$ cat src/rtl/slx_pkg.sv
// shared types, constants and byte classification for the source lexer
package slx_pkg;

    // default counter widths
    localparam int OFFSET_BITS_DEF = 32;
    localparam int LINE_BITS_DEF   = 32;

    // result queue depth, two free entries are needed to take a request
    localparam int QDEPTH = 4;

    // token kinds
    localparam logic [4:0] TK_EOF    = 5'd0;
    localparam logic [4:0] TK_INT    = 5'd1;
    localparam logic [4:0] TK_DBL    = 5'd2;
    localparam logic [4:0] TK_STR    = 5'd3;
    localparam logic [4:0] TK_IDENT  = 5'd4;
    localparam logic [4:0] TK_LPAREN = 5'd5;
    localparam logic [4:0] TK_RPAREN = 5'd6;
    localparam logic [4:0] TK_LBRACE = 5'd7;
    localparam logic [4:0] TK_RBRACE = 5'd8;
    localparam logic [4:0] TK_LBRACK = 5'd9;
    localparam logic [4:0] TK_RBRACK = 5'd10;
    localparam logic [4:0] TK_SEMI   = 5'd11;
    localparam logic [4:0] TK_COMMA  = 5'd12;
    localparam logic [4:0] TK_DOT    = 5'd13;
    localparam logic [4:0] TK_PLUS   = 5'd14;
    localparam logic [4:0] TK_STAR   = 5'd15;
    localparam logic [4:0] TK_COLON  = 5'd16;
    localparam logic [4:0] TK_BANG   = 5'd17;
    localparam logic [4:0] TK_ASSIGN = 5'd19;
    localparam logic [4:0] TK_LT     = 5'd21;
    localparam logic [4:0] TK_GT     = 5'd23;
    localparam logic [4:0] TK_MINUS  = 5'd25;
    localparam logic [4:0] TK_SLASH  = 5'd27;

    // error codes
    localparam logic [1:0] ERR_NONE    = 2'd0;
    localparam logic [1:0] ERR_UNKNOWN = 2'd1;
    localparam logic [1:0] ERR_UNTERM  = 2'd2;

    // source bytes with a meaning of their own
    localparam logic [7:0] CH_NUL   = 8'h00;
    localparam logic [7:0] CH_TAB   = 8'h09;
    localparam logic [7:0] CH_LF    = 8'h0A;
    localparam logic [7:0] CH_CR    = 8'h0D;
    localparam logic [7:0] CH_SPACE = 8'h20;
    localparam logic [7:0] CH_BANG  = 8'h21;
    localparam logic [7:0] CH_QUOTE = 8'h22;
    localparam logic [7:0] CH_LPAR  = 8'h28;
    localparam logic [7:0] CH_RPAR  = 8'h29;
    localparam logic [7:0] CH_STAR  = 8'h2A;
    localparam logic [7:0] CH_PLUS  = 8'h2B;
    localparam logic [7:0] CH_COMMA = 8'h2C;
    localparam logic [7:0] CH_MINUS = 8'h2D;
    localparam logic [7:0] CH_DOT   = 8'h2E;
    localparam logic [7:0] CH_SLASH = 8'h2F;
    localparam logic [7:0] CH_ZERO  = 8'h30;
    localparam logic [7:0] CH_NINE  = 8'h39;
    localparam logic [7:0] CH_COLON = 8'h3A;
    localparam logic [7:0] CH_SEMI  = 8'h3B;
    localparam logic [7:0] CH_LT    = 8'h3C;
    localparam logic [7:0] CH_EQ    = 8'h3D;
    localparam logic [7:0] CH_GT    = 8'h3E;
    localparam logic [7:0] CH_UC_A  = 8'h41;
    localparam logic [7:0] CH_UC_Z  = 8'h5A;
    localparam logic [7:0] CH_LBRK  = 8'h5B;
    localparam logic [7:0] CH_RBRK  = 8'h5D;
    localparam logic [7:0] CH_UNDER = 8'h5F;
    localparam logic [7:0] CH_LC_A  = 8'h61;
    localparam logic [7:0] CH_LC_Z  = 8'h7A;
    localparam logic [7:0] CH_LBRC  = 8'h7B;
    localparam logic [7:0] CH_RBRC  = 8'h7D;

    // input request
    typedef struct packed {
        logic       kind;
        logic [7:0] char_code;
    } t_in_item;

    // result
    typedef struct packed {
        logic [4:0]  token_kind;
        logic [31:0] start_offset;
        logic [31:0] length;
        logic [31:0] line_number;
        logic [1:0]  error_code;
        logic        last;
    } t_out_item;

    // results of one request handed to the queue
    typedef struct packed {
        logic [1:0] cnt;
        t_out_item  r0;
        t_out_item  r1;
    } t_push;

    function automatic logic is_digit(logic [7:0] c);
        return (c >= CH_ZERO) && (c <= CH_NINE);
    endfunction

    function automatic logic is_alpha(logic [7:0] c);
        return ((c >= CH_LC_A) && (c <= CH_LC_Z)) ||
               ((c >= CH_UC_A) && (c <= CH_UC_Z)) || (c == CH_UNDER);
    endfunction

    // single-byte punctuation, TK_EOF when the byte is none of them
    function automatic logic [4:0] plain_punct(logic [7:0] c);
        logic [4:0] k;
        case (c)
            CH_LPAR:  k = TK_LPAREN;
            CH_RPAR:  k = TK_RPAREN;
            CH_LBRC:  k = TK_LBRACE;
            CH_RBRC:  k = TK_RBRACE;
            CH_LBRK:  k = TK_LBRACK;
            CH_RBRK:  k = TK_RBRACK;
            CH_SEMI:  k = TK_SEMI;
            CH_COMMA: k = TK_COMMA;
            CH_DOT:   k = TK_DOT;
            CH_PLUS:  k = TK_PLUS;
            CH_STAR:  k = TK_STAR;
            CH_COLON: k = TK_COLON;
            default:  k = TK_EOF;
        endcase
        return k;
    endfunction

    // clamp a counter value to the 32-bit result field
    function automatic logic [31:0] clamp32(logic [63:0] v);
        return (|v[63:32]) ? 32'hFFFF_FFFF : v[31:0];
    endfunction

endpackage

$ cat src/rtl/slx_scan_core.sv
// scanner mode machine, offset and line counters, result formation
module slx_scan_core #(
    parameter int OFFSET_BITS = slx_pkg::OFFSET_BITS_DEF,
    parameter int LINE_BITS   = slx_pkg::LINE_BITS_DEF
) (
    input  logic              i_clk,
    input  logic              i_rst_n,
    input  logic              i_take,
    input  slx_pkg::t_in_item i_item,
    output slx_pkg::t_push    o_push
);

    typedef enum logic [3:0] {
        M_IDLE, M_INT, M_DBL, M_IDENT, M_STR, M_SLASH, M_COMMENT,
        M_BANG, M_EQ, M_LT, M_GT, M_MINUS, M_ERROR
    } t_mode;

    localparam logic [OFFSET_BITS-1:0] OFS_MAX = '1;
    localparam logic [LINE_BITS-1:0]   LINE_MAX = '1;

    t_mode                  r_mode, n_mode;
    logic [OFFSET_BITS-1:0] r_start, n_start;
    logic [OFFSET_BITS-1:0] r_pos, n_pos;
    logic [LINE_BITS-1:0]   r_line, n_line;

    logic [7:0]             c;
    logic                   eoi;
    logic                   used;
    logic [OFFSET_BITS-1:0] pos_inc;
    logic [LINE_BITS-1:0]   line_inc;
    logic [OFFSET_BITS-1:0] span;

    // pending token closed by this request
    logic                   p_v;
    logic [4:0]             p_kind;
    logic [OFFSET_BITS-1:0] p_len;
    logic [1:0]             p_err;

    // token or marker at the current byte position
    logic                   t_v;
    logic [4:0]             t_kind;
    logic                   t_len1;
    logic [1:0]             t_err;

    slx_pkg::t_out_item     p_item, t_item;

    // one-byte kind of a pending operator mode
    function automatic logic [4:0] op_single(t_mode m);
        logic [4:0] k;
        case (m)
            M_BANG:  k = slx_pkg::TK_BANG;
            M_EQ:    k = slx_pkg::TK_ASSIGN;
            M_LT:    k = slx_pkg::TK_LT;
            M_GT:    k = slx_pkg::TK_GT;
            M_MINUS: k = slx_pkg::TK_MINUS;
            default: k = slx_pkg::TK_SLASH;
        endcase
        return k;
    endfunction

    assign c        = i_item.char_code;
    assign eoi      = i_item.kind || (c == slx_pkg::CH_NUL);
    assign pos_inc  = (r_pos == OFS_MAX) ? r_pos : r_pos + OFFSET_BITS'(1);
    assign line_inc = (r_line == LINE_MAX) ? r_line : r_line + LINE_BITS'(1);
    assign span     = (r_pos >= r_start) ? r_pos - r_start : '0;

    // next state and results of one request
    always_comb begin
        n_mode  = r_mode;
        n_start = r_start;
        n_pos   = pos_inc;
        n_line  = r_line;
        used    = 1'b0;
        p_v     = 1'b0;
        p_kind  = slx_pkg::TK_EOF;
        p_len   = span;
        p_err   = slx_pkg::ERR_NONE;
        t_v     = 1'b0;
        t_kind  = slx_pkg::TK_EOF;
        t_len1  = 1'b1;
        t_err   = slx_pkg::ERR_NONE;
        if (eoi) begin
            // flush the pending token, then the end marker, then back to reset
            case (r_mode)
                M_INT: begin
                    p_v    = 1'b1;
                    p_kind = slx_pkg::TK_INT;
                end
                M_DBL: begin
                    p_v    = 1'b1;
                    p_kind = slx_pkg::TK_DBL;
                end
                M_IDENT: begin
                    p_v    = 1'b1;
                    p_kind = slx_pkg::TK_IDENT;
                end
                M_STR: begin
                    p_v   = 1'b1;
                    p_err = slx_pkg::ERR_UNTERM;
                end
                M_SLASH, M_BANG, M_EQ, M_LT, M_GT, M_MINUS: begin
                    p_v    = 1'b1;
                    p_kind = op_single(r_mode);
                    p_len  = OFFSET_BITS'(1);
                end
                default: begin
                    p_v = 1'b0;
                end
            endcase
            t_v     = 1'b1;
            t_len1  = 1'b0;
            n_mode  = M_IDLE;
            n_start = '0;
            n_pos   = '0;
            n_line  = LINE_BITS'(1);
        end else begin
            // continue or close the token in progress
            case (r_mode)
                M_ERROR: begin
                    used = 1'b1;
                end
                M_INT: begin
                    if (slx_pkg::is_digit(c)) begin
                        used = 1'b1;
                    end else if (c == slx_pkg::CH_DOT) begin
                        used   = 1'b1;
                        n_mode = M_DBL;
                    end else begin
                        p_v    = 1'b1;
                        p_kind = slx_pkg::TK_INT;
                    end
                end
                M_DBL: begin
                    if (slx_pkg::is_digit(c)) begin
                        used = 1'b1;
                    end else begin
                        p_v    = 1'b1;
                        p_kind = slx_pkg::TK_DBL;
                    end
                end
                M_IDENT: begin
                    if (slx_pkg::is_alpha(c) || slx_pkg::is_digit(c)) begin
                        used = 1'b1;
                    end else begin
                        p_v    = 1'b1;
                        p_kind = slx_pkg::TK_IDENT;
                    end
                end
                M_STR: begin
                    used = 1'b1;
                    if (c == slx_pkg::CH_QUOTE) begin
                        p_v    = 1'b1;
                        p_kind = slx_pkg::TK_STR;
                        n_mode = M_IDLE;
                    end
                end
                M_COMMENT: begin
                    used = 1'b1;
                    if (c == slx_pkg::CH_LF) begin
                        n_line = line_inc;
                        n_mode = M_IDLE;
                    end
                end
                M_SLASH: begin
                    if (c == slx_pkg::CH_SLASH) begin
                        used   = 1'b1;
                        n_mode = M_COMMENT;
                    end else begin
                        p_v    = 1'b1;
                        p_kind = slx_pkg::TK_SLASH;
                        p_len  = OFFSET_BITS'(1);
                    end
                end
                M_BANG, M_EQ, M_LT, M_GT, M_MINUS: begin
                    p_v = 1'b1;
                    if (((r_mode == M_MINUS) && (c == slx_pkg::CH_GT)) ||
                        ((r_mode != M_MINUS) && (c == slx_pkg::CH_EQ))) begin
                        used   = 1'b1;
                        p_kind = op_single(r_mode) + 5'd1;
                        p_len  = OFFSET_BITS'(2);
                        n_mode = M_IDLE;
                    end else begin
                        p_kind = op_single(r_mode);
                        p_len  = OFFSET_BITS'(1);
                    end
                end
                default: begin
                    used = 1'b0;
                end
            endcase

            // byte seen between tokens
            if (!used) begin
                n_mode = M_IDLE;
                if (c inside {slx_pkg::CH_SPACE, slx_pkg::CH_TAB, slx_pkg::CH_CR}) begin
                    n_mode = M_IDLE;
                end else if (c == slx_pkg::CH_LF) begin
                    n_line = line_inc;
                end else begin
                    n_start = r_pos;
                    if (slx_pkg::is_digit(c)) begin
                        n_mode = M_INT;
                    end else if (slx_pkg::is_alpha(c)) begin
                        n_mode = M_IDENT;
                    end else if (c == slx_pkg::CH_QUOTE) begin
                        n_start = pos_inc;
                        n_mode  = M_STR;
                    end else if (c == slx_pkg::CH_SLASH) begin
                        n_mode = M_SLASH;
                    end else if (c == slx_pkg::CH_BANG) begin
                        n_mode = M_BANG;
                    end else if (c == slx_pkg::CH_EQ) begin
                        n_mode = M_EQ;
                    end else if (c == slx_pkg::CH_LT) begin
                        n_mode = M_LT;
                    end else if (c == slx_pkg::CH_GT) begin
                        n_mode = M_GT;
                    end else if (c == slx_pkg::CH_MINUS) begin
                        n_mode = M_MINUS;
                    end else if (slx_pkg::plain_punct(c) != slx_pkg::TK_EOF) begin
                        t_v    = 1'b1;
                        t_kind = slx_pkg::plain_punct(c);
                    end else begin
                        t_v    = 1'b1;
                        t_err  = slx_pkg::ERR_UNKNOWN;
                        n_mode = M_ERROR;
                    end
                end
            end
        end
    end

    // result formation
    always_comb begin
        p_item.token_kind   = p_kind;
        p_item.start_offset = slx_pkg::clamp32(64'(r_start));
        p_item.length       = slx_pkg::clamp32(64'(p_len));
        p_item.line_number  = slx_pkg::clamp32(64'(r_line));
        p_item.error_code   = p_err;
        p_item.last         = !t_v;
        t_item.token_kind   = t_kind;
        t_item.start_offset = slx_pkg::clamp32(64'(r_pos));
        t_item.length       = {31'd0, t_len1};
        t_item.line_number  = slx_pkg::clamp32(64'(r_line));
        t_item.error_code   = t_err;
        t_item.last         = 1'b1;
        o_push.cnt = i_take ? ({1'b0, p_v} + {1'b0, t_v}) : 2'd0;
        o_push.r0  = p_v ? p_item : t_item;
        o_push.r1  = t_item;
    end

    // state registers
    always_ff @(posedge i_clk) begin
        if (!i_rst_n) begin
            r_mode  <= M_IDLE;
            r_start <= '0;
            r_pos   <= '0;
            r_line  <= LINE_BITS'(1);
        end else if (i_take) begin
            r_mode  <= n_mode;
            r_start <= n_start;
            r_pos   <= n_pos;
            r_line  <= n_line;
        end
    end

    // end of input always leaves the reset state behind it
    a_eoi_resets: assert property (@(posedge i_clk) disable iff (!i_rst_n)
        (i_take && eoi) |=> (r_mode == M_IDLE && r_pos == '0 &&
                             r_line == LINE_BITS'(1)))
        else $error("scanner state not cleared after end of input");

    // a request never makes more than two results
    a_max_two: assert property (@(posedge i_clk) disable iff (!i_rst_n)
        o_push.cnt != 2'd3)
        else $error("more than two results for one request");

    // exactly the final result of a request carries last
    a_last_mark: assert property (@(posedge i_clk) disable iff (!i_rst_n)
        (o_push.cnt != 2'd0) |->
            ((o_push.cnt == 2'd1 && o_push.r0.last) ||
             (o_push.cnt == 2'd2 && o_push.r1.last && !o_push.r0.last)))
        else $error("last flag misplaced");

endmodule

$ cat src/rtl/slx_result_fifo.sv
// result queue taking up to two results per cycle and giving one unless stalled
module slx_result_fifo (
    input  logic               i_clk,
    input  logic               i_rst_n,
    input  slx_pkg::t_push     i_push,
    output logic               o_room,
    output logic               o_valid,
    input  logic               i_stall,
    output slx_pkg::t_out_item o_item
);

    localparam int DEPTH  = slx_pkg::QDEPTH;
    localparam int PW     = $clog2(DEPTH);
    localparam int CW     = $clog2(DEPTH + 1);

    slx_pkg::t_out_item r_mem [DEPTH];
    logic [PW-1:0]      r_wr, r_rd;
    logic [CW-1:0]      r_count;
    logic               pop;
    logic [PW-1:0]      wr_next;

    assign o_valid = (r_count != '0);
    assign o_item  = r_mem[r_rd];
    assign o_room  = (r_count <= CW'(DEPTH - 2));
    assign pop     = o_valid && !i_stall;
    assign wr_next = r_wr + PW'(1);

    // storage
    always_ff @(posedge i_clk) begin
        if (i_push.cnt != 2'd0) begin
            r_mem[r_wr] <= i_push.r0;
        end
        if (i_push.cnt == 2'd2) begin
            r_mem[wr_next] <= i_push.r1;
        end
    end

    // pointers and fill count
    always_ff @(posedge i_clk) begin
        if (!i_rst_n) begin
            r_wr    <= '0;
            r_rd    <= '0;
            r_count <= '0;
        end else begin
            r_wr    <= r_wr + PW'(i_push.cnt);
            r_rd    <= r_rd + PW'(pop);
            r_count <= r_count + CW'(i_push.cnt) - CW'(pop);
        end
    end

    a_no_overflow: assert property (@(posedge i_clk) disable iff (!i_rst_n)
        r_count <= CW'(DEPTH))
        else $error("result queue overflow");

    a_push_with_room: assert property (@(posedge i_clk) disable iff (!i_rst_n)
        (i_push.cnt != 2'd0) |-> (r_count <= CW'(DEPTH - 2)))
        else $error("results pushed without two free entries");

    a_count_holds: assert property (@(posedge i_clk) disable iff (!i_rst_n)
        (!pop && i_push.cnt == 2'd0) |=> $stable(r_count))
        else $error("queue count moved with no push or pop");

endmodule

$ cat src/rtl/source_lexer_unit.sv
// source lexer top level: byte requests in, token results out
//
//  channel | direction | handshake                     | payload
//  --------+-----------+-------------------------------+---------------------
//  in      | in        | i_in_valid / o_in_stall       | i_in_item  (t_in_item)
//  out     | out       | o_out_valid / i_out_stall     | o_out_item (t_out_item)
//
// one byte request is taken per cycle while the result queue has two free entries
// results are registered in the result queue, one result leaves per cycle unless i_out_stall is high
// a request that closes a token and emits another gives two results
// reset is synchronous and active low; it returns the scanner to idle, line 1
// a stalled output fills the four-entry result queue; o_in_stall rises once
// fewer than two entries are free
module source_lexer_unit #(
    parameter int OFFSET_BITS = slx_pkg::OFFSET_BITS_DEF,
    parameter int LINE_BITS   = slx_pkg::LINE_BITS_DEF
) (
    input  logic               i_clk,
    input  logic               i_rst_n,
    input  logic               i_in_valid,
    output logic               o_in_stall,
    input  slx_pkg::t_in_item  i_in_item,
    output logic               o_out_valid,
    input  logic               i_out_stall,
    output slx_pkg::t_out_item o_out_item
);

    logic           room;
    logic           take;
    slx_pkg::t_push push;

    assign o_in_stall = !room;
    assign take       = i_in_valid && room;

    // scanner
    slx_scan_core #(
        .OFFSET_BITS (OFFSET_BITS),
        .LINE_BITS   (LINE_BITS)
    ) u_core (
        .i_clk   (i_clk),
        .i_rst_n (i_rst_n),
        .i_take  (take),
        .i_item  (i_in_item),
        .o_push  (push)
    );

    // result queue
    slx_result_fifo u_fifo (
        .i_clk   (i_clk),
        .i_rst_n (i_rst_n),
        .i_push  (push),
        .o_room  (room),
        .o_valid (o_out_valid),
        .i_stall (i_out_stall),
        .o_item  (o_out_item)
    );

endmodule
$ cat config.mk
export PLATFORM = sky130hd
export DESIGN_NAME = source_lexer_unit
export DESIGN_NICKNAME = d
export VERILOG_FILES = /design/src/rtl/slx_pkg.sv /design/src/rtl/slx_scan_core.sv /design/src/rtl/slx_result_fifo.sv /design/src/rtl/source_lexer_unit.sv
export SDC_FILE = /design/constraint.sdc
export NUM_CORES = 1
export LEC_CHECK = 0
export BUFFER_PORTS_ARGS = -buffer_cell sky130_fd_sc_hd__buf_2
export CAP_MARGIN = 30
export CELL_PAD_IN_SITES_DETAIL_PLACEMENT = 1
export CELL_PAD_IN_SITES_GLOBAL_PLACEMENT = 1
export CORE_ASPECT_RATIO = 1.5
export CORE_MARGIN = 2
export CORE_UTILIZATION = 50
export CTS_BUF_LIST = sky130_fd_sc_hd__clkbuf_16
export CTS_CLUSTER_SIZE = 12
export DETAILED_ROUTE_END_ITERATION = 10
export PLACE_DENSITY = 0.89
export SYNTH_ARGS = -nofsm -noshare
export SYNTH_HDL_FRONTEND = slang
export SYNTH_SLANG_ARGS = --single-unit
$ cat constraint.sdc
create_clock -name i_clk -period 6.9 [get_ports i_clk]
set_clock_uncertainty 0.2 [all_clocks]
set_input_delay 0 -clock i_clk [delete_from_list [all_inputs] [get_ports i_clk]]
set_output_delay 0 -clock i_clk [all_outputs]
set_load 0.005 [all_outputs]
==> results of run 1 <==
[power by group]
group	internal (W)	total, W	switching, W
Sequential	0.00350	0.00364	0.000143
Clock	0.00138	0.00260	0.00122
Combinational	0.000669	0.00170	0.00103
Total	0.00555	0.00794	0.00239
[worst register-to-register path, delay by kind of cell (launching register included)]
kind	cells	cell delay [ps]
AND/OR/NAND/NOR	6	1890
buffers and inverters	2	1220
flip-flops	1	850
AO/OA/AOI/OAI	3	780
adder cells (fa/ha/maj)	1	250
[cell usage after synthesis, drive strengths merged (4+ instances only)]
cell type / n / area [um^2]
a211oi: 10 / 75.1
a21boi: 26 / 195
a21o: 10 / 75.1
a21oi: 76 / 380
a22o: 208 / 1820
a31oi: 14 / 87.6
a41oi: 6 / 52.6
and2: 54 / 338
and3: 32 / 200
and4: 11 / 96.3
buf: 40 / 268
clkbuf: 155 / 583
dfxtp: 239 / 4780
edfxtp: 284 / 8530
ha: 42 / 526
inv: 58 / 223
mux2i: 8 / 80.1
mux4: 104 / 2340
nand2: 130 / 488
nand2b: 18 / 113
nand3: 81 / 405
nand4: 33 / 206
nand4b: 7 / 61.3
nor2: 119 / 449
nor2b: 106 / 663
nor3: 45 / 235
nor4: 17 / 113
o211ai: 13 / 97.6
o21a: 20 / 150
o21ai: 151 / 812
o22ai: 21 / 131
o2bb2ai: 35 / 307
o311ai: 4 / 35.0
o31ai: 8 / 60.1
o41ai: 4 / 35.0
or2: 7 / 43.8
or3: 26 / 163
xnor2: 50 / 438
xor2: 36 / 315
[through the flow]
stage                     worst slack, ps  cells
final                                1330   3114
after global routing                 1060   3111
after global placement               1620   3001
after detailed placement             1420   3005
after floorplan                      1100   2356
after CTS                            1380   3107
[flip-flops by register name, summed over array words and instances (netlist names)]
signal and cells:
u_fifo.r_mem 416, u_core.r_line 32, u_core.r_pos 32, u_core.r_start 32, u_core.r_mode 4, u_fifo.r_count 3
u_fifo.r_rd 2, u_fifo.r_wr 2
[cell type report]
cell class / instances / area [um^2]
Clock buffer: 53 / 1330
Inverter: 58 / 225
Sequential cell: 523 / 13300
Fill cell: 5434 / 23300
Timing Repair Buffer: 174 / 1130
Clock inverter: 41 / 176
Tap cell: 682 / 853
Antenna cell: 3 / 7.51
Multi-Input combinational cell: 1580 / 12100
[per-layer routing]
layer	share of wire [%]	wire (um)
met1	36	31500
met2	52	45600
met3	6.1	5340
met4	5.7	4960
met5	0.015	13
[repair_timing]
item,4_1_cts,5_1_grt
hold endpoints to repair,53,0
hold buffers,8,0
buffers inserted,0,0
[cells by family after synthesis]
logic type                 count (synthesis)  share of synthesized area (%)
DFF                                      523                           50.3
muxes                                    113                           9.20
AOI/OAI and AO/OA                        636                           17.4
buffers and inverters                    253                           4.06
xor gates and xnor gates                  86                           2.85
and+or+nand+nor                          701                           14.1
adders and majority gates                 44                           2.14
[worst max path at each step]
stage | start | to | depth (start not counted)
after floorplan | i_in_item[7] | u_fifo.r_mem[0][100] | 15
after detailed placement | u_core.r_mode[2] | u_fifo.r_mem[2][96] | 12
after global placement | u_core.r_mode[0] | u_fifo.r_mem[1][96] | 12
after CTS | u_core.r_mode[2] | u_fifo.r_mem[2][96] | 12
final | u_core.r_mode[2] | u_fifo.r_mem[2][87] | 12
after global routing | u_core.r_mode[2] | u_fifo.r_mem[0][15] | 14
==> impl_metrics.json, run 1 <==
{
  "die_area_mm2": 0.0548,
  "synth-edff-count": 284,
  "p_total_w": 0.00794,
  "setup_tns_ps": 0,
  "cts.sinks": 523,
  "gp_congestion": 0.900,
  "grt_util_met1_pct": 36.5,
  "min_period_ps": 5570,
  "syn_inst": 2356,
  "grt_usage_pct": 31.6,
  "coreArea_mm2": 0.0525,
  "cts_inserted_buffers": 51,
  "reg2reg_from": "u_core.r_mode[2]",
  "busiest_layer": "met2",
  "ys_async_sr_fraction_pct": 0,
  "timing.final.setup_violations": 0,
  "grt_max_degree": 64,
  "avgSynthCellArea_um2": 11.2,
  "grt_pass1_wl_um": 133000,
  "path_cells": "nand2b_1 -> o21a_1 -> o32ai_1 -> or3_1 -> nand2b_1 -> o21ai_0 -> ha_1 -> nand2_1 -> nor3_1 -> nor2_4 -> clkinv_2 -> buf_4",
  "whs_path_depth": 5,
  "arrival_ps": 5590,
  "rsz0062_at_grt": "false",
  "antenna_found_initial": 3,
  "use_met3_pct": 3.89,
  "fmax_mhz": 180,
  "vias_per_cell": 6.72,
  "critPathMostFrequentCell": "nand2b_1",
  "dr.first_iter.drc_count": 1806,
  "cp_max_fo": 35,
  "clk_latency_ps": 590,
  "postLayoutCellArea_mm2": 0.0292,
  "hold_path_startpoint": "i_in_item[1]",
  "maxSlewHeadroom_pct": 31.7,
  "die_w_um": 192,
  "worst_pin_slew_ps": 1020,
  "crit_path_top_delay_cell": "dfxtp_1",
  "fin_nets": 2445,
  "grt_overflow": 0,
  "cts_root_buf": "clkbuf_16",
  "hold_violations": 0,
  "clock_path_buffers": 3,
  "leakage_nw": 10.4,
  "initial_utilization_pct": 50.4,
  "detailed_place_hpwl_um": 57600,
  "htree_levels": 2,
  "mostFrequentLayoutCells": "284 x edfxtp_1, 237 x dfxtp_1, 208 x a22o_1, 145 x o21ai_0, 130 x nand2_1",
  "num_rows": 103,
  "r2r_slack_ps": 1330,
  "endpoint_kind": "register",
  "cp_top_family": "simple AND/OR/NAND/NOR gates",
  "use_met2_pct": 56.7,
  "synth_nets": 2413,
  "hold_class": "primary input to register",
  "ys_ff_latch": 523,
  "ctsResizeCount": 0,
  "criticalPathCategory": "register to register",
  "cp.required_ps": 6920,
  "cts_tree": "yes",
  "totalWireLength_um": 87400,
  "syn_area_mm2": 0.0265,
  "drive_above_1_share_pct": 15.4,
  "grt_pass1_vias": 22300,
  "path_clk_slew_ps": 60,
  "hold_end": "u_core.r_mode[0]",
  "io-pin-count": 119,
  "vdd_ir_drop_max_uv": 204,
  "ant_nets": 0,
  "power_density_mw_per_mm2": 272,
  "synth-seq-area-share_pct": 50.3,
  "start_kind": "register",
  "period_share_pct": 80.7,
  "post_dp_cell_area_mm2": 0.0275,
  "die_h_um": 286,
  "synth_ff_type": "edfxtp_1",
  "synth-warning-count": 0,
  "whs_ps": 48.2,
  "final_common_cell": "edfxtp_1",
  "firstDrtPassIters": 5,
  "area_delta_synth_final_pct": 10.3,
  "status": "completed",
  "drt-wirelength-per-cell_um": 28.1,
  "rr_worst_depth": 12,
  "fin_util_pct": 55.6,
  "ys_types": 83,
  "r2r_end": "u_fifo.r_mem[2][87]",
  "vias": 20900,
  "drc": 0,
  "finalMaxSlewViolations": 0,
  "cp_num_buf_inv": 2,
  "numPortBuffers": 118,
  "cpPeakStageDelay_ps": 850,
  "drv_cap": 0
}
Note: power is estimated with default switching activity, not from simulation.
==> run 2, diff against run 1 <==
--- a/config.mk
+++ b/config.mk
@@ -5,17 +5,18 @@
 export SDC_FILE = /design/constraint.sdc
 export NUM_CORES = 1
 export LEC_CHECK = 0
+export ABC_AREA = 1
 export BUFFER_PORTS_ARGS = -buffer_cell sky130_fd_sc_hd__buf_2
 export CAP_MARGIN = 30
 export CELL_PAD_IN_SITES_DETAIL_PLACEMENT = 1
 export CELL_PAD_IN_SITES_GLOBAL_PLACEMENT = 1
 export CORE_ASPECT_RATIO = 1.5
 export CORE_MARGIN = 2
-export CORE_UTILIZATION = 50
+export CORE_UTILIZATION = 47
 export CTS_BUF_LIST = sky130_fd_sc_hd__clkbuf_16
 export CTS_CLUSTER_SIZE = 12
 export DETAILED_ROUTE_END_ITERATION = 10
-export PLACE_DENSITY = 0.89
+export PLACE_DENSITY = 0.9
 export SYNTH_ARGS = -nofsm -noshare
 export SYNTH_HDL_FRONTEND = slang
 export SYNTH_SLANG_ARGS = --single-unit
==> constraint.sdc (replaced) <==
create_clock -name i_clk -period 5.65 [get_ports i_clk]
set_clock_uncertainty 0.2 [all_clocks]
set_input_delay 0 -clock i_clk [delete_from_list [all_inputs] [get_ports i_clk]]
set_output_delay 0 -clock i_clk [all_outputs]
set_load 0.005 [all_outputs]
==> impl_metrics.json, run 2 <==
{
  "htree_levels": 2,
  "grt_pass1_vias": 29700,
  "fin_nets": 3808,
  "synth-edff-count": 284,
  "fillers": 7579,
  "mostFrequentLayoutCells": "1019 x nand2_1, 535 x nor2_1, 294 x o21ai_0, 284 x edfxtp_1, 237 x dfxtp_1",
  "grt_pass1_wl_um": 167000,
  "hold_end": "u_fifo.r_mem[1][35]",
  "die_w_um": 204,
  "final_common_cell": "nand2_1",
  "reg2reg_from": "u_core.r_mode[3]",
  "regMostFlops": "u_fifo.r_mem",
  "dp_cells": 4462,
  "grt_usage_pct": 34.5,
  "period_share_pct": 94.8,
  "whs_ps": 63.3,
  "timing.final.setup_violations": 0,
  "grt_overflow": 0,
  "cts_root_buf": "clkbuf_16",
  "hold_violations": 0,
  "io-pin-count": 119,
  "drive_above_1_share_pct": 9.09,
  "drv_cap": 0,
  "maxSlewHeadroom_pct": 31.1,
  "rr_worst_depth": 19,
  "vias": 27800,
  "vdd_ir_drop_max_uv": 534,
  "cts_tree": "yes",
  "finalMaxSlewViolations": 0,
  "endpoint_kind": "register",
  "layout.cells.non_filler": 4581,
  "leakage_nw": 12.5,
  "synth_top_family_by_area": "simple AND/OR/NAND/NOR gates",
  "r2r_end": "u_fifo.r_mem[0][1]",
  "num_rows": 110,
  "gp_congestion": 0.989,
  "postCtsSetupRepairBufs": 0,
  "whs_path_depth": 5,
  "cp_max_fo": 37,
  "netlist_top_cells_count": "1023 x nand2_1, 537 x nor2_1, 294 x o21ai_0, 284 x edfxtp_1, 239 x dfxtp_1",
  "ys_ff_latch": 523,
  "die_h_um": 304,
  "yosysTopAreaCell": "edfxtp_1",
  "ant_nets": 0,
  "hold_path_startpoint": "i_in_item[8]",
  "grt_max_degree": 176,
  "die_area_mm2": 0.0621,
  "synthDominantCellAreaShare_pct": 30.2,
  "drt-wirelength-per-cell_um": 23.5,
  "synth_ff_type": "edfxtp_1",
  "cts_inserted_buffers": 54,
  "syn_area_mm2": 0.0282,
  "avgSynthCellArea_um2": 7.60,
  "hold_class": "primary input to register",
  "synth_xor_area_share_pct": 2.23,
  "largest_reg_flops": 416,
  "fmax_mhz": 187,
  "r2r_slack_ps": 710,
  "ys_types": 43,
  "synth_compound_gate_area_share_pct": 15.3,
  "drc": 0,
  "numPortBuffers": 118,
  "synth_most_common_cell": "nand2_1",
  "synth_area_leaders": "edfxtp_1 30%, dfxtp_1 17%, nand2_1 14%",
  "criticalPathCategory": "primary input to register",
  "synth_fa_ha_area_share_pct": 2.00,
  "synth-seq-area-share_pct": 47.1,
  "antenna_found_initial": 1,
  "firstDrtPassIters": 6,
  "ys_async_sr_fraction_pct": 0,
  "synth_nets": 3774,
  "path_clk_slew_ps": 70,
  "cp.required_ps": 5840,
  "area_delta_synth_final_pct": 10.5,
  "yosys-mux-area-fraction_pct": 0.354,
  "coreArea_mm2": 0.0597,
  "detailed_place_hpwl_um": 72200,
  "arrival_ps": 5540,
  "initial_utilization_pct": 47.3,
  "p_total_w": 0.0123,
  "clk_latency_ps": 650,
  "power_density_mw_per_mm2": 395,
  "post_synth_and_or_nand_nor_area_fraction_pct": 26.7,
  "vias_per_cell": 6.07,
  "worst_pin_slew_ps": 1030,
  "cts.sinks": 523,
  "dr.first_iter.drc_count": 2118,
  "synth-warning-count": 0,
  "clock_path_buffers": 3,
  "start_kind": "primary input",
  "status": "completed",
  "syn_inst": 3717,
  "min_period_ps": 5350,
  "rsz0062_at_grt": "false",
  "setup_tns_ps": 0,
  "totalWireLength_um": 108000
}
[run 2: cell families after synthesis]
family	Yosys count
flops	523
mux	10
compound gates	771
simple gates	1854
fa+ha+maj	44
buf+inv	443
xor+xnor	72
[run 2: through the flow]
step                      area (um^2)  setup WS, ps  utilization (%)
after detailed placement        29400           802             49.2
after global routing            31200          35.4             52.2
final                           31200           296             52.2
after floorplan                 28200           726                -
after CTS                       31200           343             52.2
after global placement          29300          1060             49.1
[run 2: metal layers]
layer	track usage, %	wire [um]	vias to the layer above
li1	-	-	12600
met5	0	11	-
met4	23.1	7590	2
met2	61.6	55600	1047
met3	5.33	5790	415
met1	37.3	38600	13800
[run 2: power by group]
group | internal (W) | total, W | switching [W]
Sequential | 0.00449 | 0.00473 | 0.000240
Clock | 0.00174 | 0.00335 | 0.00161
Combinational | 0.00122 | 0.00424 | 0.00303
[run 2: what timing repair did]
item,4_1_cts,5_1_grt
hold endpoints to repair,73,0
setup endpoints to repair,0,39
hold buffers,17,0
resized for setup,0,2
[run 2: area by class of cell]
type / count / area, um^2 / share of cell area [%]
clock buffers: 54 / 1350 / 4.33
flip-flops and latches: 523 / 13300 / 42.7
diodes: 2 / 5.00 / 0.0160
clock inverters: 46 / 246 / 0.790
multi-input cells: 2751 / 13200 / 42.4
well taps: 784 / 981 / 3.14
inverters: 240 / 907 / 2.91
repair buffers: 181 / 1170 / 3.75
[run 2: worst max path at each step]
stage	from	cells past startpoint	end	slack [ps]
after floorplan	u_core.r_mode[3]	25	u_fifo.r_mem[0][49]	730
after global placement	u_core.r_mode[3]	19	u_fifo.r_mem[1][1]	1060
after detailed placement	u_core.r_mode[3]	19	u_fifo.r_mem[0][19]	800
after CTS	i_in_item[3]	25	u_fifo.r_mem[0][19]	340
after global routing	i_in_item[3]	24	u_fifo.r_mem[0][1]	40
final	i_in_item[2]	24	u_fifo.r_mem[0][1]	300
[run 2: critical path, cell delays in order]
cell           delay, ps
dlygate4sd3_1        540
buf_2                170
nand2_2              140
nand3_1               90
dlygate4sd3_1        570
nand2_1               60
nand2_1               40
dlygate4sd3_1        590
nand3_1              120
inv_1                 90
nand2_1              100
nand3_1              140
nand2_4              290
inv_2                140
ha_1                 350
inv_1                 70
nor2_1                70
nor2_1               330
inv_1                140
nand2_1              140
buf_4                480
inv_2                500
a21oi_1              270
nor2_1                90
==> run 3, diff against run 2 <==
--- a/config.mk
+++ b/config.mk
@@ -10,13 +10,13 @@
 export CAP_MARGIN = 30
 export CELL_PAD_IN_SITES_DETAIL_PLACEMENT = 1
 export CELL_PAD_IN_SITES_GLOBAL_PLACEMENT = 1
-export CORE_ASPECT_RATIO = 1.5
+export CORE_ASPECT_RATIO = 0.5
 export CORE_MARGIN = 2
-export CORE_UTILIZATION = 47
+export CORE_UTILIZATION = 39
 export CTS_BUF_LIST = sky130_fd_sc_hd__clkbuf_16
 export CTS_CLUSTER_SIZE = 12
 export DETAILED_ROUTE_END_ITERATION = 10
-export PLACE_DENSITY = 0.9
+export PLACE_DENSITY = 0.78
 export SYNTH_ARGS = -nofsm -noshare
 export SYNTH_HDL_FRONTEND = slang
 export SYNTH_SLANG_ARGS = --single-unit
==> impl_metrics.json, run 3 (synthesized netlist as in run 2, its figures left out) <==
{
  "status": "finished with violations",
  "failed_checks": "DRC",
  "io-pin-count": 119,
  "die_area_mm2": 0.0747,
  "clk_latency_ps": 640,
  "leakage_nw": 12.5,
  "grt_max_degree": 126,
  "cts_tree": "yes",
  "fin_nets": 3812,
  "die_w_um": 385,
  "drc": 10,
  "path_clk_slew_ps": 70,
  "gp_congestion": 0.982,
  "ctsResizeCount": 0,
  "grt_pass1_wl_um": 161000,
  "cts.sinks": 523,
  "coreArea_mm2": 0.0713,
  "place_ws_ps": 1090,
  "vdd_ir_drop_max_uv": 236,
  "worst_pin_slew_ps": 1020,
  "mostFrequentLayoutCells": "1019 x nand2_1, 535 x nor2_1, 294 x o21ai_0, 284 x edfxtp_1",
  "maxSlewHeadroom_pct": 31.9,
  "numPortBuffers": 118,
  "start_kind": "primary input",
  "drv_cap": 0,
  "totalWireLength_um": 104000,
  "vias": 27100,
  "die_h_um": 194,
  "reg2reg_from": "u_core.r_mode[3]",
  "setup_tns_ps": 0,
  "criticalPathCategory": "primary input to register",
  "antenna_found_initial": 0,
  "cp.required_ps": 5770,
  "initial_utilization_pct": 39.6,
  "fmax_mhz": 203,
  "firstDrtPassIters": 8,
  "vias_per_cell": 5.71,
  "fillers": 8803,
  "clock_path_buffers": 3,
  "regMostFlops": "u_fifo.r_mem",
  "hold_violations": 0,
  "min_period_ps": 4930,
  "cp_max_fo": 64,
  "post_dp_cell_area_mm2": 0.0296,
  "arrival_ps": 5050,
  "finalMaxSlewViolations": 0,
  "timing.final.setup_violations": 0,
  "largest_reg_flops": 416,
  "crit_start": "i_in_item[7]",
  "htree_levels": 2,
  "drt-wirelength-per-cell_um": 21.8,
  "hold_class": "primary input to register",
  "postCtsHoldBufs": 15,
  "cts_root_buf": "clkbuf_16",
  "postLayoutCellArea_mm2": 0.0314,
  "final_common_cell": "nand2_1",
  "area_delta_synth_final_pct": 11.3,
  "num_rows": 69,
  "rsz0062_at_grt": "false",
  "endpoint_kind": "register",
  "cts_inserted_buffers": 53,
  "dr.first_iter.drc_count": 2253,
  "ant_nets": 0,
  "grt_usage_pct": 27.3,
  "power_density_mw_per_mm2": 389,
  "setup_ws_ps": 723,
  "detailed_place_hpwl_um": 67600,
  "postCtsSetupRepairBufs": 0,
  "grt_overflow": 0,
  "hold_path_startpoint": "i_in_valid",
  "period_share_pct": 87.2,
  "drive_above_1_share_pct": 9.11,
  "grt_pass1_vias": 27700
}
run 3: cell types whose count changed in the layout (fill, tap and decap cells not counted), moves of 2 or more:
cell           previous run  this run
clkinv_2                  7         3
buf_4                    40        47
buf_16                    1         3
dlygate4sd3_1            17        15
inv_16                    2         0
clkinv_1                 18        20
buf_12                    3         1
run 3: path summary, 6_finish.rpt:
kind | end | slack, ps | cells after the start
min reg2reg | u_fifo.r_mem[2][41] | 250 | 2
min | u_core.r_pos[22] | 80 | 4
max reg2reg | u_fifo.r_mem[0][14] | 990 | 22
max | u_fifo.r_mem[0][14] | 720 | 26
run 3: worst max-delay path, stage by stage:
cell	delay, ps
dlygate4sd3_1	540
buf_2	130
nor2_1	160
dlygate4sd3_1	590
nand3_1	170
nor2_2	320
nor2_1	110
clkinv_1	80
nand2_1	50
nor2_1	120
nand3_1	140
nand2_4	90
inv_2	80
ha_1	200
inv_1	50
nor2_1	60
inv_1	160
nor2_2	70
inv_1	90
nor2_4	60
clkinv_1	50
buf_4	420
nand2_4	320
inv_2	100
buf_4	640
nor2_1	110
run 3: area by class of cell:
type / count / area (um^2) / area share (%)
Antenna cell: 1 / 2.50 / 0.00796
Clock inverter: 42 / 185 / 0.589
Clock buffer: 55 / 1380 / 4.38
Inverter: 240 / 907 / 2.89
Multi-Input combinational cell: 2751 / 13200 / 42.0
Sequential cell: 523 / 13300 / 42.4
Tap cell: 958 / 1200 / 3.81
Timing Repair Buffer: 186 / 1220 / 3.89
run 3: metrics by stage:
step / util, % / instances / hold slack (ps) / power [W]
final: 44.1 / 4756 / 76.5 / 0.0122
after global routing: 44.1 / 4755 / 158 / 0.0128
after CTS: 43.9 / 4752 / 65.4 / 0.0122
after detailed placement: 41.5 / 4640 / 235 / 0.00889
after global placement: 41.5 / 4637 / 231 / 0.00877
after floorplan: - / 3717 / 113 / 0.00720
run 3: layer usage:
metal	wire, um	vias up	GRT usage (%)
li1	-	12600	-
met5	0	-	0
met4	2400	0	6.86
met3	5620	149	3.47
met2	48500	734	45.4
met1	47100	13700	37.6
run 3: power breakdown:
group / switching [W] / internal [W]
Sequential: 0.000190 / 0.00449
Combinational: 0.00296 / 0.00123
Clock: 0.00159 / 0.00175
